<file path="src/hw/rtl/assert_macros.svh">
// Assertion macros used by disk_point_sampler.
// Depends on nothing; compiled away when SYNTHESIS is defined.
`ifndef ASSERT_MACROS_SVH
`define ASSERT_MACROS_SVH
`ifndef SYNTHESIS
`define AST_HOLDS(lbl, clk, rstn, expr) \
  lbl: assert property (@(posedge clk) disable iff (!rstn) (expr)) \
    else $error("assertion failed");
`define AST_IMPLIES(lbl, clk, rstn, ante, cons) \
  lbl: assert property (@(posedge clk) disable iff (!rstn) (ante) |-> (cons)) \
    else $error("assertion failed");
`else
`define AST_HOLDS(lbl, clk, rstn, expr)
`define AST_IMPLIES(lbl, clk, rstn, ante, cons)
`endif
`endif

</file>
<file path="src/hw/rtl/dps_pkg.sv">
// Types, constants and helpers for the disk point sampler.
// No dependencies.
package dps_pkg;

  localparam int UB       = 16;  // variate width
  localparam int CW       = 34;  // CORDIC x/y width, Q.30
  localparam int ZW       = 33;  // CORDIC angle width, 2^-32 turn
  localparam int NUM_REGS = 8;
  localparam int IDX_W    = 8;
  localparam logic signed [CW-1:0] CORDIC_GAIN = CW'(652032874);

  localparam logic [31:0] ATAN_TAB [32] = '{
    32'h20000000, 32'h12e4051e, 32'h09fb385b, 32'h051111d4, 32'h028b0d43, 32'h0145d7e1,
    32'h00a2f61e, 32'h00517c55, 32'h0028be53, 32'h00145f2f, 32'h000a2f98, 32'h000517cc,
    32'h00028be6, 32'h000145f3, 32'h0000a2fa, 32'h0000517d, 32'h000028be, 32'h0000145f,
    32'h00000a30, 32'h00000518, 32'h0000028c, 32'h00000146, 32'h000000a3, 32'h00000051,
    32'h00000029, 32'h00000014, 32'h0000000a, 32'h00000005, 32'h00000003, 32'h00000001,
    32'h00000001, 32'h00000000
  };

  typedef enum logic [2:0] {
    REG_AXIS_A_X, REG_AXIS_A_Y, REG_AXIS_B_X, REG_AXIS_B_Y,
    REG_AXIS_B_Z, REG_CENTER_X, REG_CENTER_Y, REG_CENTER_Z
  } reg_idx_e;

  typedef struct packed {
    logic [UB-1:0] radial_uniform;
    logic [UB-1:0] angle_uniform;
  } dps_in_t;

  typedef struct packed {
    logic signed [31:0] point_x;
    logic signed [31:0] point_y;
    logic signed [31:0] point_z;
  } dps_out_t;

  typedef struct packed {
    logic signed [31:0] axis_a_x;
    logic signed [31:0] axis_a_y;
    logic signed [31:0] axis_b_x;
    logic signed [31:0] axis_b_y;
    logic signed [31:0] axis_b_z;
    logic signed [31:0] center_x;
    logic signed [31:0] center_y;
    logic signed [31:0] center_z;
  } dps_cfg_t;

  function automatic logic signed [31:0] sat36(input logic signed [35:0] v);
    logic signed [31:0] r;
    if (v > 36'sd2147483647) begin
      r = 32'sh7fffffff;
    end else if (v < -36'sd2147483648) begin
      r = 32'sh80000000;
    end else begin
      r = v[31:0];
    end
    return r;
  endfunction

endpackage

</file>
<file path="src/hw/rtl/dps_sqrt_cell.sv">
// One digit of the pipelined integer square root.
// Depends on dps_pkg.
module dps_sqrt_cell import dps_pkg::*; #(
  parameter int STEP = 0
) (
  input  logic          clk_i,
  input  logic          rst_ni,
  input  logic          en_i,
  input  logic          valid_i,
  input  logic [UB+1:0] rem_i,
  input  logic [UB-1:0] root_i,
  input  logic [UB-1:0] rad_i,
  input  logic [UB-1:0] ang_i,
  output logic          valid_o,
  output logic [UB+1:0] rem_o,
  output logic [UB-1:0] root_o,
  output logic [UB-1:0] rad_o,
  output logic [UB-1:0] ang_o
);

  localparam int POS = 2*UB - 1 - 2*STEP;

  logic [2*UB-1:0] nfull;
  logic [UB+3:0]   cur, trial;
  logic            take;
  logic            valid_q;
  logic [UB+1:0]   rem_q, rem_d;
  logic [UB-1:0]   root_q, root_d, rad_q, ang_q;

  always_comb begin
    nfull  = {rad_i, {UB{1'b0}}};
    cur    = {rem_i, nfull[POS -: 2]};
    trial  = {2'b00, root_i, 2'b01};
    take   = (cur >= trial);
    rem_d  = take ? (UB+2)'(cur - trial) : cur[UB+1:0];
    root_d = {root_i[UB-2:0], take};
  end

  always_ff @(posedge clk_i or negedge rst_ni) begin
    if (!rst_ni) begin
      valid_q <= 1'b0;
    end else if (en_i) begin
      valid_q <= valid_i;
    end
  end

  always_ff @(posedge clk_i) begin
    if (en_i) begin
      rem_q  <= rem_d;
      root_q <= root_d;
      rad_q  <= rad_i;
      ang_q  <= ang_i;
    end
  end

  assign valid_o = valid_q;
  assign rem_o   = rem_q;
  assign root_o  = root_q;
  assign rad_o   = rad_q;
  assign ang_o   = ang_q;

endmodule

</file>
<file path="config.mk">
export PLATFORM = sky130hd
export DESIGN_NAME = dps_sqrt_cell
export DESIGN_NICKNAME = d
export VERILOG_FILES = /design/src/hw/rtl/assert_macros.svh /design/src/hw/rtl/dps_pkg.sv /design/src/hw/rtl/dps_sqrt_cell.sv
export SDC_FILE = /design/constraint.sdc
export NUM_CORES = 1
export LEC_CHECK = 0
export ABC_AREA = 1
export BUFFER_PORTS_ARGS = -buffer_cell sky130_fd_sc_hd__buf_2
export CAP_MARGIN = 10
export CORE_MARGIN = 10
export CORE_UTILIZATION = 45
export DETAILED_ROUTE_END_ITERATION = 8
export GPL_TIMING_DRIVEN = 0
export PLACE_DENSITY = 0.78
export SLEW_MARGIN = 20
export SYNTH_ARGS = -nofsm -noshare
export SYNTH_HDL_FRONTEND = slang
export SYNTH_SLANG_ARGS = --single-unit
</file>
<file path="constraint.sdc">
create_clock -name clk_i -period 0.9 [get_ports clk_i]
set_input_delay 0.27 -clock clk_i [delete_from_list [all_inputs] [get_ports clk_i]]
set_output_delay 0.27 -clock clk_i [all_outputs]
set_load 0.02 [all_outputs]
</file>
==> flow_summary.json <==
{
  "outcome": "finished with violations",
  "violations": "negative setup slack",
  "period_share_pct": 178.6,
  "syn_inst": 340,
  "routed.top_layer": "met4",
  "die-height_um": 107.0,
  "die-area_um2": 11460,
  "reg2reg_depth": 1,
  "reg2reg_from": "valid_o$_DFFE_PN0P_",
  "grt_start_max_net_pins": 68,
  "nFillCells": 467,
  "initial_core_util_pct": 46.76,
  "synth_edf_count": 66,
  "clk_pin_slew_worst_paths_ns": 0.08,
  "p_leak_uw": 0.002613,
  "die_x_um": 107.0,
  "holdWs_ns": 0.09637,
  "drv_slew": 0,
  "grtUsageTotal_pct": 18.20,
  "io_pins": 137,
  "gr-total-overflow": 0,
  "clockRootBuffer": "clkbuf_8",
  "yosysWarnings": 0,
  "syn_area_um2": 3410,
  "layout_common_cells": "nand2_1 (82), edfxtp_1 (66), buf_2 (66)",
  "min_from": "ang_i[9]",
  "yosys.cell_types.count": 24,
  "worst_slew_pin_slew_ns": 0.4965,
  "critPathMaxFanout": 10,
  "critPathKind": "in -> reg",
  "skew_ns": 0,
  "max_freq_ghz": 0.6220,
  "antenna_cells": 0,
  "cts_buffers": 9,
  "report.final.hold_viol_count": 0,
  "io_buffers": 136,
  "startpoint_type": "input pin",
  "postSynthAreaPerCell_um2": 10.03,
  "ys.flop_type": "edfxtp_1",
  "clock_path_buffers": 2,
  "synth.net_count": 428,
  "hold_depth": 1,
  "cap_viol_max_count": 0,
  "cts_tree": "yes",
  "htree_levels": 3,
  "stdcell_count": 615,
  "endpoint_kind": "flop",
  "drt_pass1_iterations": 5,
  "wl_per_cell_um": 20.08,
  "routabilityCongestion": 0.8975,
  "final.setup.worst_slack_ns": -0.7078,
  "rows": 31,
  "synth_seq_area_share_pct": 58.86,
  "drc": 0,
  "wl_met3_um": 1068,
  "multi_input_area_um2": 1587,
  "r2r_slack_ns": 0.13,
  "layout_commonest_cell": "nand2_1",
  "worst_skew_pair.late_latency_ns": 0.35,
  "nNetsFinal": 599,
  "ant_nets": 0,
  "rsz0062_at_grt": "true",
  "syn_to_final_growth_pct": 64.44,
  "fin_crit_ns": 1.608,
  "grt_first_pass_wirelength_um": 16310,
  "via_per_inst": 5.128,
  "place_ws_ns": -1.191,
  "final_layout_size_suffix_gt1_share_pct": 53.10,
  "grt_pass1_vias": 3067,
  "ir_worst_vdd_v": 0.0008895,
  "synthArstFlopShare_pct": 1.493,
  "hpwlAfterDp_um": 7530,
  "yosys_register_bits": 67,
  "wl_met2_um": 6336,
  "dp.cells": 575,
  "cp_data_required_time_ns": 1.00,
  "met1_length_um": 4695,
  "slew_headroom_pct": 66.90,
  "seq_area_um2": 2007,
  "routed_wl_um": 12350,
  "p_per_area_nw_per_um2": 1815,
  "setup_viol": 86,
  "vias": 3154,
  "antenna_found_initial": 0,
  "timing.rr.end": "valid_o$_DFFE_PN0P_",
  "core-area_um2": 7292,
  "hold_class": "in -> reg",
  "min_to": "ang_o[9]$_DFFE_PP_",
  "worstPathArrival_ns": 1.71,
  "drt_iter0_markers": 245,
  "cts_sinks": 67
}
==> how the worst max path moves through the flow <==
stage | depth (start not counted) | endpoint | startpoint | slack [ns]
6_report | 13 | rem_o[9]$_DFFE_PP_ | root_i[7] | -0.71
5_1_grt | 13 | rem_o[9]$_DFFE_PP_ | root_i[7] | -0.81
4_1_cts | 15 | rem_o[15]$_DFFE_PP_ | root_i[9] | -0.62
3_5_place_dp | 15 | rem_o[15]$_DFFE_PP_ | root_i[5] | -1.19
3_3_place_gp | 15 | rem_o[2]$_DFFE_PP_ | root_i[5] | -1.19
2_1_floorplan | 14 | rem_o[15]$_DFFE_PP_ | root_i[5] | -0.76
==> state kept, by name (all words and copies together) (netlist names) <==
signal and flops:
root_o 16, rad_o 16, ang_o 16, rem_o 18, valid_o 1
==> worst max-delay path, stage by stage <==
cell      delay (ns)
buf_6           0.11
inv_12          0.03
ha_4            0.25
nand2_1         0.09
nand2_2         0.07
nand2_1         0.07
nand2_1         0.07
nand3b_1        0.20
nand2_2         0.10
nand2_4         0.08
buf_6           0.16
nand2_1         0.12
nand2_2         0.08
==> area by class of cell <==
type	instances	share of cell area [%]
sequential	67	35.80
inverter	51	4.486
multi-input combinational	219	28.30
tap	99	2.209
clock inverter	6	2.455
clock buffer	10	2.276
timing repair buffer	162	24.12
buffer	1	0.3571
==> metrics by stage <==
step	setup TNS (ns)	cell area, um2	power (uW)	util [%]
final	-29.49	5607	10180	76.89
after global routing	-33.06	5607	10510	76.89
after CTS	-28.06	5184	9668	71.09
after detailed placement	-49.23	4471	6003	61.31
after global placement	-77.20	4468	5959	61.27
after floorplan	-13.90	3664	5242	-
==> cell usage after synthesis, types with 3 or more instances <==
library cell,number,area (um2)
a21oi_1,13,65.06
nor2_1,16,60.06
nand3b_1,7,52.55
o21ai_0,4,20.02
inv_1,50,187.7
buf_6,3,33.78
xor2_1,8,70.07
nand3_2,6,60.06
nand3_1,12,60.06
ha_1,18,225.2
nand2_1,122,457.9
edfxtp_1,66,1982
==> kinds of logic after synthesis <==
logic type | count (synthesis) | share of synthesized area (%)
flip-flops | 67 | 58.86
XOR/XNOR | 10 | 2.789
AND/OR/NAND/NOR | 171 | 21.80
AO/OA/AOI/OAI | 19 | 2.936
multiplexers | 1 | 0.3303
buffers and inverters | 54 | 6.679
adder cells (fa/ha/maj) | 18 | 6.606
==> per-layer routing <==
| metal | track usage, % | up-vias |
|---|---|---|
| met5 | 0 | - |
| met4 | 5.706 | 0 |
| met3 | 6.407 | 28 |
| met2 | 31.06 | 178 |
| met1 | 20.85 | 1495 |
| li1 | - | 1453 |
==> timing repair <==
| item | CTS | global route |
|---|---|---|
| setup buffers | 19 | 5 |
| pin swaps | 34 | 32 |
| hold buffers | 1 | 0 |
| resized for setup | 89 | 125 |
| cloned | 1 | 0 |
| hold endpoints to repair | 1 | 0 |
| setup endpoints to repair | 153 | 86 |
==> report_power, final <==
group | leakage, uW | switching [uW] | internal (uW) | total [uW]
Sequential | 0.000658 | 138 | 3800 | 3940
Combinational | 0.00183 | 1550 | 1260 | 2810
Clock | 0.000131 | 1290 | 2130 | 3420
Note: power is estimated with default switching activity, not from simulation.
