--- config.mk ---
export PLATFORM = sky130hd
export DESIGN_NAME = dps_cordic_cell
export DESIGN_NICKNAME = d
export VERILOG_FILES = /design/src/hw/rtl/assert_macros.svh /design/src/hw/rtl/dps_pkg.sv /design/src/hw/rtl/dps_cordic_cell.sv
export SDC_FILE = /design/constraint.sdc
export NUM_CORES = 1
export LEC_CHECK = 0
export BUFFER_PORTS_ARGS = -buffer_cell sky130_fd_sc_hd__buf_4
export CORE_MARGIN = 10
export CORE_UTILIZATION = 59
export CTS_CLUSTER_DIAMETER = 60
export DETAILED_ROUTE_END_ITERATION = 6
export PLACE_DENSITY = 0.84
export SLEW_MARGIN = 30
export SYNTH_ARGS = -nofsm -noshare
export SYNTH_HDL_FRONTEND = slang
export SYNTH_SLANG_ARGS = --single-unit
--- constraint.sdc ---
create_clock -name clk_i -period 1.35 [get_ports clk_i]
set_input_delay 0.0675 -clock clk_i [delete_from_list [all_inputs] [get_ports clk_i]]
set_output_delay 0.0675 -clock clk_i [all_outputs]
set_load 0.01 [all_outputs]
--- src/hw/rtl/assert_macros.svh ---
// Assertion macros used by disk_point_sampler.
// Depends on nothing; compiled away when SYNTHESIS is defined.
`ifndef ASSERT_MACROS_SVH
`define ASSERT_MACROS_SVH
`ifndef SYNTHESIS
`define AST_HOLDS(lbl, clk, rstn, expr) \
  lbl: assert property (@(posedge clk) disable iff (!rstn) (expr)) \
    else $error("assertion failed");
`define AST_IMPLIES(lbl, clk, rstn, ante, cons) \
  lbl: assert property (@(posedge clk) disable iff (!rstn) (ante) |-> (cons)) \
    else $error("assertion failed");
`else
`define AST_HOLDS(lbl, clk, rstn, expr)
`define AST_IMPLIES(lbl, clk, rstn, ante, cons)
`endif
`endif

--- src/hw/rtl/dps_pkg.sv ---
// Types, constants and helpers for the disk point sampler.
// No dependencies.
package dps_pkg;

  localparam int UB       = 16;  // variate width
  localparam int CW       = 34;  // CORDIC x/y width, Q.30
  localparam int ZW       = 33;  // CORDIC angle width, 2^-32 turn
  localparam int NUM_REGS = 8;
  localparam int IDX_W    = 8;
  localparam logic signed [CW-1:0] CORDIC_GAIN = CW'(652032874);

  localparam logic [31:0] ATAN_TAB [32] = '{
    32'h20000000, 32'h12e4051e, 32'h09fb385b, 32'h051111d4, 32'h028b0d43, 32'h0145d7e1,
    32'h00a2f61e, 32'h00517c55, 32'h0028be53, 32'h00145f2f, 32'h000a2f98, 32'h000517cc,
    32'h00028be6, 32'h000145f3, 32'h0000a2fa, 32'h0000517d, 32'h000028be, 32'h0000145f,
    32'h00000a30, 32'h00000518, 32'h0000028c, 32'h00000146, 32'h000000a3, 32'h00000051,
    32'h00000029, 32'h00000014, 32'h0000000a, 32'h00000005, 32'h00000003, 32'h00000001,
    32'h00000001, 32'h00000000
  };

  typedef enum logic [2:0] {
    REG_AXIS_A_X, REG_AXIS_A_Y, REG_AXIS_B_X, REG_AXIS_B_Y,
    REG_AXIS_B_Z, REG_CENTER_X, REG_CENTER_Y, REG_CENTER_Z
  } reg_idx_e;

  typedef struct packed {
    logic [UB-1:0] radial_uniform;
    logic [UB-1:0] angle_uniform;
  } dps_in_t;

  typedef struct packed {
    logic signed [31:0] point_x;
    logic signed [31:0] point_y;
    logic signed [31:0] point_z;
  } dps_out_t;

  typedef struct packed {
    logic signed [31:0] axis_a_x;
    logic signed [31:0] axis_a_y;
    logic signed [31:0] axis_b_x;
    logic signed [31:0] axis_b_y;
    logic signed [31:0] axis_b_z;
    logic signed [31:0] center_x;
    logic signed [31:0] center_y;
    logic signed [31:0] center_z;
  } dps_cfg_t;

  function automatic logic signed [31:0] sat36(input logic signed [35:0] v);
    logic signed [31:0] r;
    if (v > 36'sd2147483647) begin
      r = 32'sh7fffffff;
    end else if (v < -36'sd2147483648) begin
      r = 32'sh80000000;
    end else begin
      r = v[31:0];
    end
    return r;
  endfunction

endpackage

--- src/hw/rtl/dps_cordic_cell.sv ---
// One rotation-mode CORDIC stage.
// Depends on dps_pkg.
module dps_cordic_cell import dps_pkg::*; #(
  parameter int STAGE = 0
) (
  input  logic                 clk_i,
  input  logic                 rst_ni,
  input  logic                 en_i,
  input  logic                 valid_i,
  input  logic signed [CW-1:0] x_i,
  input  logic signed [CW-1:0] y_i,
  input  logic signed [ZW-1:0] z_i,
  input  logic [UB-1:0]        s_i,
  input  logic                 flip_i,
  output logic                 valid_o,
  output logic signed [CW-1:0] x_o,
  output logic signed [CW-1:0] y_o,
  output logic signed [ZW-1:0] z_o,
  output logic [UB-1:0]        s_o,
  output logic                 flip_o
);

  localparam logic signed [ZW-1:0] ATAN = ZW'(ATAN_TAB[STAGE]);

  logic signed [CW-1:0] xs, ys, x_d, y_d;
  logic signed [ZW-1:0] z_d;
  logic                 valid_q, flip_q;
  logic signed [CW-1:0] x_q, y_q;
  logic signed [ZW-1:0] z_q;
  logic [UB-1:0]        s_q;

  always_comb begin
    xs = x_i >>> STAGE;
    ys = y_i >>> STAGE;
    if (!z_i[ZW-1]) begin
      x_d = x_i - ys;
      y_d = y_i + xs;
      z_d = z_i - ATAN;
    end else begin
      x_d = x_i + ys;
      y_d = y_i - xs;
      z_d = z_i + ATAN;
    end
  end

  always_ff @(posedge clk_i or negedge rst_ni) begin
    if (!rst_ni) begin
      valid_q <= 1'b0;
    end else if (en_i) begin
      valid_q <= valid_i;
    end
  end

  always_ff @(posedge clk_i) begin
    if (en_i) begin
      x_q    <= x_d;
      y_q    <= y_d;
      z_q    <= z_d;
      s_q    <= s_i;
      flip_q <= flip_i;
    end
  end

  assign valid_o = valid_q;
  assign x_o     = x_q;
  assign y_o     = y_q;
  assign z_o     = z_q;
  assign s_o     = s_q;
  assign flip_o  = flip_q;

endmodule

==> flow_summary.ini, run 1 <==
[clocking]
htreeDepth = 4
cts_setup_buffers = 83
cts_inserted_buffers = 17
clockRootBuffer = clkbuf_16
cts-resized-gates = 304
ctsHoldBuffers = 50
cts.sinks = 118
clock_path_buffers = 2

[synthesis]
ys.warnings.count = 0
yosys.area_share.simple_pct = 12.1
synth_edf_count = 117
netlist_instances = 1051
synth_xor_area_share_pct = 5.84
synth_top_family_by_area = compound AO/OA/AOI/OAI gates
synth.avg_cell_area_um2 = 9.28
ys_ff_latch = 118
synth_top_cell_by_area = edfxtp_1
syn-cell-area_um2 = 9750
yosysSeqAreaShare_pct = 36.3
synth-compound-area-share_pct = 24.6
ys_top_cells_by_area = edfxtp_1 36%, ha_1 13%, xnor2_1 5.3%, a21oi_1 5.1%, o21ai_0 4.2%
yosysUniqueCellTypes = 84
yosysTopAreaCellShare_pct = 36.0
synthMuxAreaShare_pct = 0.936
yosys.area_share.adder_pct = 13.9
synthFlopType = edfxtp_1
synth_fp_nets = 1279
synthArstFlopShare_pct = 0.847

[placement]
io_buffer_count = 240
routabilityCongestion = 1.05
hpwl_um = 35400

[floorplan]
die_w_um = 149
placementRows = 46
die_h_um = 149
num_io_pins = 241
start_util_pct = 60.7

[status]
flow.stopped_at = clock tree synthesis
status = aborted with a tool error
error = [ERROR DPL-0038] Utilization greater than 100%, impossible to legalize
-- metrics by stage --
step / cells / TNS (ps) / hold WS, ps / setup WS (ps) / area, µm²
after floorplan: 1051 / -31260 / -228 / -863 / 10300
after global placement: 1800 / -58670 / -157 / -1270 / 14700
after detailed placement: 1800 / -66010 / -154 / -1400 / 14700
-- logic make-up after synthesis --
kind of cell	after synthesis
simple gates	249
flops	118
fa+ha+maj	106
mux	9
compound gates	355
buf+inv	149
xor+xnor	65
-- Yosys cell counts (all sizes together) (19+ instances only) --
cell type	n
a21o	21
a21oi	100
buf	22
clkbuf	25
edfxtp	117
ha	102
inv	101
nand2	52
nand3	24
nor2	86
nor3	19
o211ai	22
o21ai	87
o21bai	21
xnor2	59
==> inputs of run 2 (changes only) <==
--- a/config.mk
+++ b/config.mk
@@ -7,10 +7,9 @@
 export LEC_CHECK = 0
 export BUFFER_PORTS_ARGS = -buffer_cell sky130_fd_sc_hd__buf_4
 export CORE_MARGIN = 10
-export CORE_UTILIZATION = 59
-export CTS_CLUSTER_DIAMETER = 60
+export CORE_UTILIZATION = 40
 export DETAILED_ROUTE_END_ITERATION = 6
-export PLACE_DENSITY = 0.84
+export PLACE_DENSITY_LB_ADDON = 0.15
 export SLEW_MARGIN = 30
 export SYNTH_ARGS = -nofsm -noshare
 export SYNTH_HDL_FRONTEND = slang
==> run 2 against run 1 <==
  * The flow now finishes, with violations (negative setup slack)
  * Synthesized cell count unchanged
  * Area after synthesis unchanged
==> flow_summary.ini, run 2 <==
[status]
status = finished, violations left
violations = negative setup slack

[routing]
top_layer = met4
wl_met2_um = 19600
wl_um = 41200
dr_total_vias = 10900
drtIter0Drc = 1051
viasPerCell = 5.30
drc = 0
met1_length_um = 17600
firstDrtPassIters = 5
post_drt_wl_per_cell_um = 20.1
ant_nets = 0
wl_met3_um = 3120

[critical_path]
rr_endpoint = valid_o$_DFFE_PN0P_
critical-path-top-delay-family = compound AO/OA/AOI/OAI gates
r2r_cells = 1
crit_top_cell = a211oi_4
r2r_setup_slack_ps = 570
cpPeakStageDelay_ps = 350
crit_slowest_cell = fa_2
timing.critical_path.from_type = input pin
critical_path_class = input pin to register
cp.required_ps = 1520
worstPathCellList = buf_12, ha_4, fa_2, nor2b_4, o211ai_1, buf_4, a211oi_4, o211ai_4, a211oi_4, o41ai_2, a21oi_1, xnor2_1
cp_num_buf_inv = 2
crit_fanout = 3
end_kind = register
critical_path_arrival_ps = 2290
reg2reg_from = valid_o$_DFFE_PN0P_

[floorplan]
num_io_pins = 241
start_util_pct = 40.3
placementRows = 57
die_h_um = 176
dieArea_um2 = 31000
die_w_um = 176
coreArea_um2 = 24200

[timing]
max_freq_mhz = 471
rsz0062_at_grt = yes
worstMarginPinSlew_ps = 669
worst_slack_ps = -773
fin_crit_sh_pct = 157
slew_violations = 0
fin_crit_ps = 2120
fin_skew_ps = 0
finalSetupViolCount = 57
slew_headroom_pct = 54.9
hold_violations = 0

[clocking]
clock_path_buffers = 2
cts_tree = built
clockRootBuffer = clkbuf_16
clk_pin_slew_ps = 60
cts_inserted_buffers = 17
clk_latency_ps = 430
cts.sinks = 118
htreeDepth = 4

[layout]
layout_commonest_cell = buf_4
register_area_um2 = 3540
fin_area_um2 = 17900
area_growth_pct = 83.7
nets = 1943
drive_above_1_share_pct = 53.5
mostFrequentLayoutCells = 565 x buf_4, 117 x edfxtp_1, 76 x inv_1
multiInputGateArea_um2 = 7110
fill_cells = 1681
largest_register_ffs = 34

[synthesis]
synthFlopType = edfxtp_1
synth_most_common_cell = edfxtp_1
synth.avg_cell_area_um2 = 9.28
synth_edf_count = 117
ys_top_cells_by_area = edfxtp_1 36%, ha_1 13%, xnor2_1 5.3%, a21oi_1 5.1%, o21ai_0 4.2%
ys_ff_latch = 118
synthArstFlopShare_pct = 0.847
synth_fp_nets = 1279
yosysTopAreaCellShare_pct = 36.0
synth_top_cell_by_area = edfxtp_1
syn-cell-area_um2 = 9750
synth.top_cells.by_count = 117 x edfxtp_1, 102 x ha_1, 100 x inv_1
yosysSeqAreaShare_pct = 36.3
yosysUniqueCellTypes = 84
ys.warnings.count = 0
netlist_instances = 1051

[power_and_ir_drop]
p_int_mw = 11.3
switching_share_pct = 33.8
pwr-share-comb_pct = 42.3
p_leak_nw = 7.83
p_switching_mw = 5.75
total_power_mw = 17.0
seqPwrFrac_pct = 28.4
irDropWorstVdd_v = 0.000745
clkPwrFrac_pct = 29.3
power_density_nw_per_um2 = 949

[placement]
hpwl_um = 30400
io_buffer_count = 240
routabilityCongestion = 0.930
placed_cell_area_um2 = 14900

[hold_path]
holdCritStartpoint = z_i[30]
worstHoldEndpoint = z_o[30]$_DFFE_PP_
whs_path_depth = 2
hp-class = input pin to register

[global_route]
grt_use_total_pct = 25.1
grt_pass1_wl_um = 61500
antenna_found_initial = 1
grt_pass1_vias = 10900
grt_max_degree = 47
overflow = 0

[job]
drv_cap = 0
==> run 2: worst max path at each step <==
stage / cells past startpoint / end / start / slack (ps)
after floorplan: 11 / y_o[28]$_DFFE_PP_ / y_i[0] / -860
after global placement: 12 / y_o[33]$_DFFE_PP_ / x_i[15] / -1330
after detailed placement: 12 / y_o[33]$_DFFE_PP_ / x_i[15] / -1310
after CTS: 12 / y_o[32]$_DFFE_PP_ / x_i[0] / -710
after global routing: 12 / y_o[32]$_DFFE_PP_ / y_i[0] / -850
final: 12 / y_o[32]$_DFFE_PP_ / y_i[0] / -770
==> run 2: routing by layer <==
layer,vias up,track usage (%)
met5,-,0
li1,5149,-
met1,5215,33.0
met2,463,41.3
met3,58,4.51
met4,0,7.28
==> run 2: power by group through the flow <==
| stage | sequential [mW] | clock, mW | combinational, mW |
|---|---|---|---|
| floorplan | 5.14 | 0 | 2.53 |
| global placement | 4.89 | 0 | 5.85 |
| detailed placement | 4.90 | 0 | 5.87 |
| CTS | 4.83 | 4.99 | 6.69 |
| global route | 4.88 | 5.14 | 7.65 |
| finish | 4.84 | 4.98 | 7.20 |
==> run 2: area by class of cell <==
cell class	instances	share of cell area, %
Multi-Input combinational cell	784	39.7
Timing Repair Buffer	692	32.2
Sequential cell	118	19.7
Inverter	102	2.67
Clock buffer	17	2.37
Tap cell	324	2.26
Clock inverter	15	1.05
Antenna cell	1	0.0140
==> run 2: per-stage QoR <==
stage          worst slack [ps]  hold slack, ps  TNS (ps)  instances  utilization (%)
2_1_floorplan              -863            -228    -31260       1051                -
6_report                   -773            24.7    -31840       2053             74.1
4_1_cts                    -713           0.938    -28400       2033             71.4
3_3_place_gp              -1330            -157    -59830       1910             61.5
5_1_grt                    -853            14.8    -36220       2053             74.1
3_5_place_dp              -1310            -155    -61190       1910             61.5
==> run 2: kinds of logic (layout without fill, tap and decap cells) <==
group                    count (synthesis)  after routing  synth area share [%]
flip-flops                             118            118                  36.3
buffers and inverters                  149            826                  6.32
XOR/XNOR                                65             65                  5.84
AO/OA/AOI/OAI                          355            355                  24.6
multiplexers                             9              9                 0.936
other                                    0              1                     0
AND/OR/NAND/NOR                        249            249                  12.1
adder cells (fa/ha/maj)                106            106                  13.9
==> run 2: timing repair <==
action	4_1_cts	5_1_grt
setup buffers	45	25
hold endpoints to repair	49	0
pin swaps	107	106
hold buffers	50	0
gates resized for setup	229	110
endpoints found under the setup margin	57	58
(Power assumes the default switching activity.)
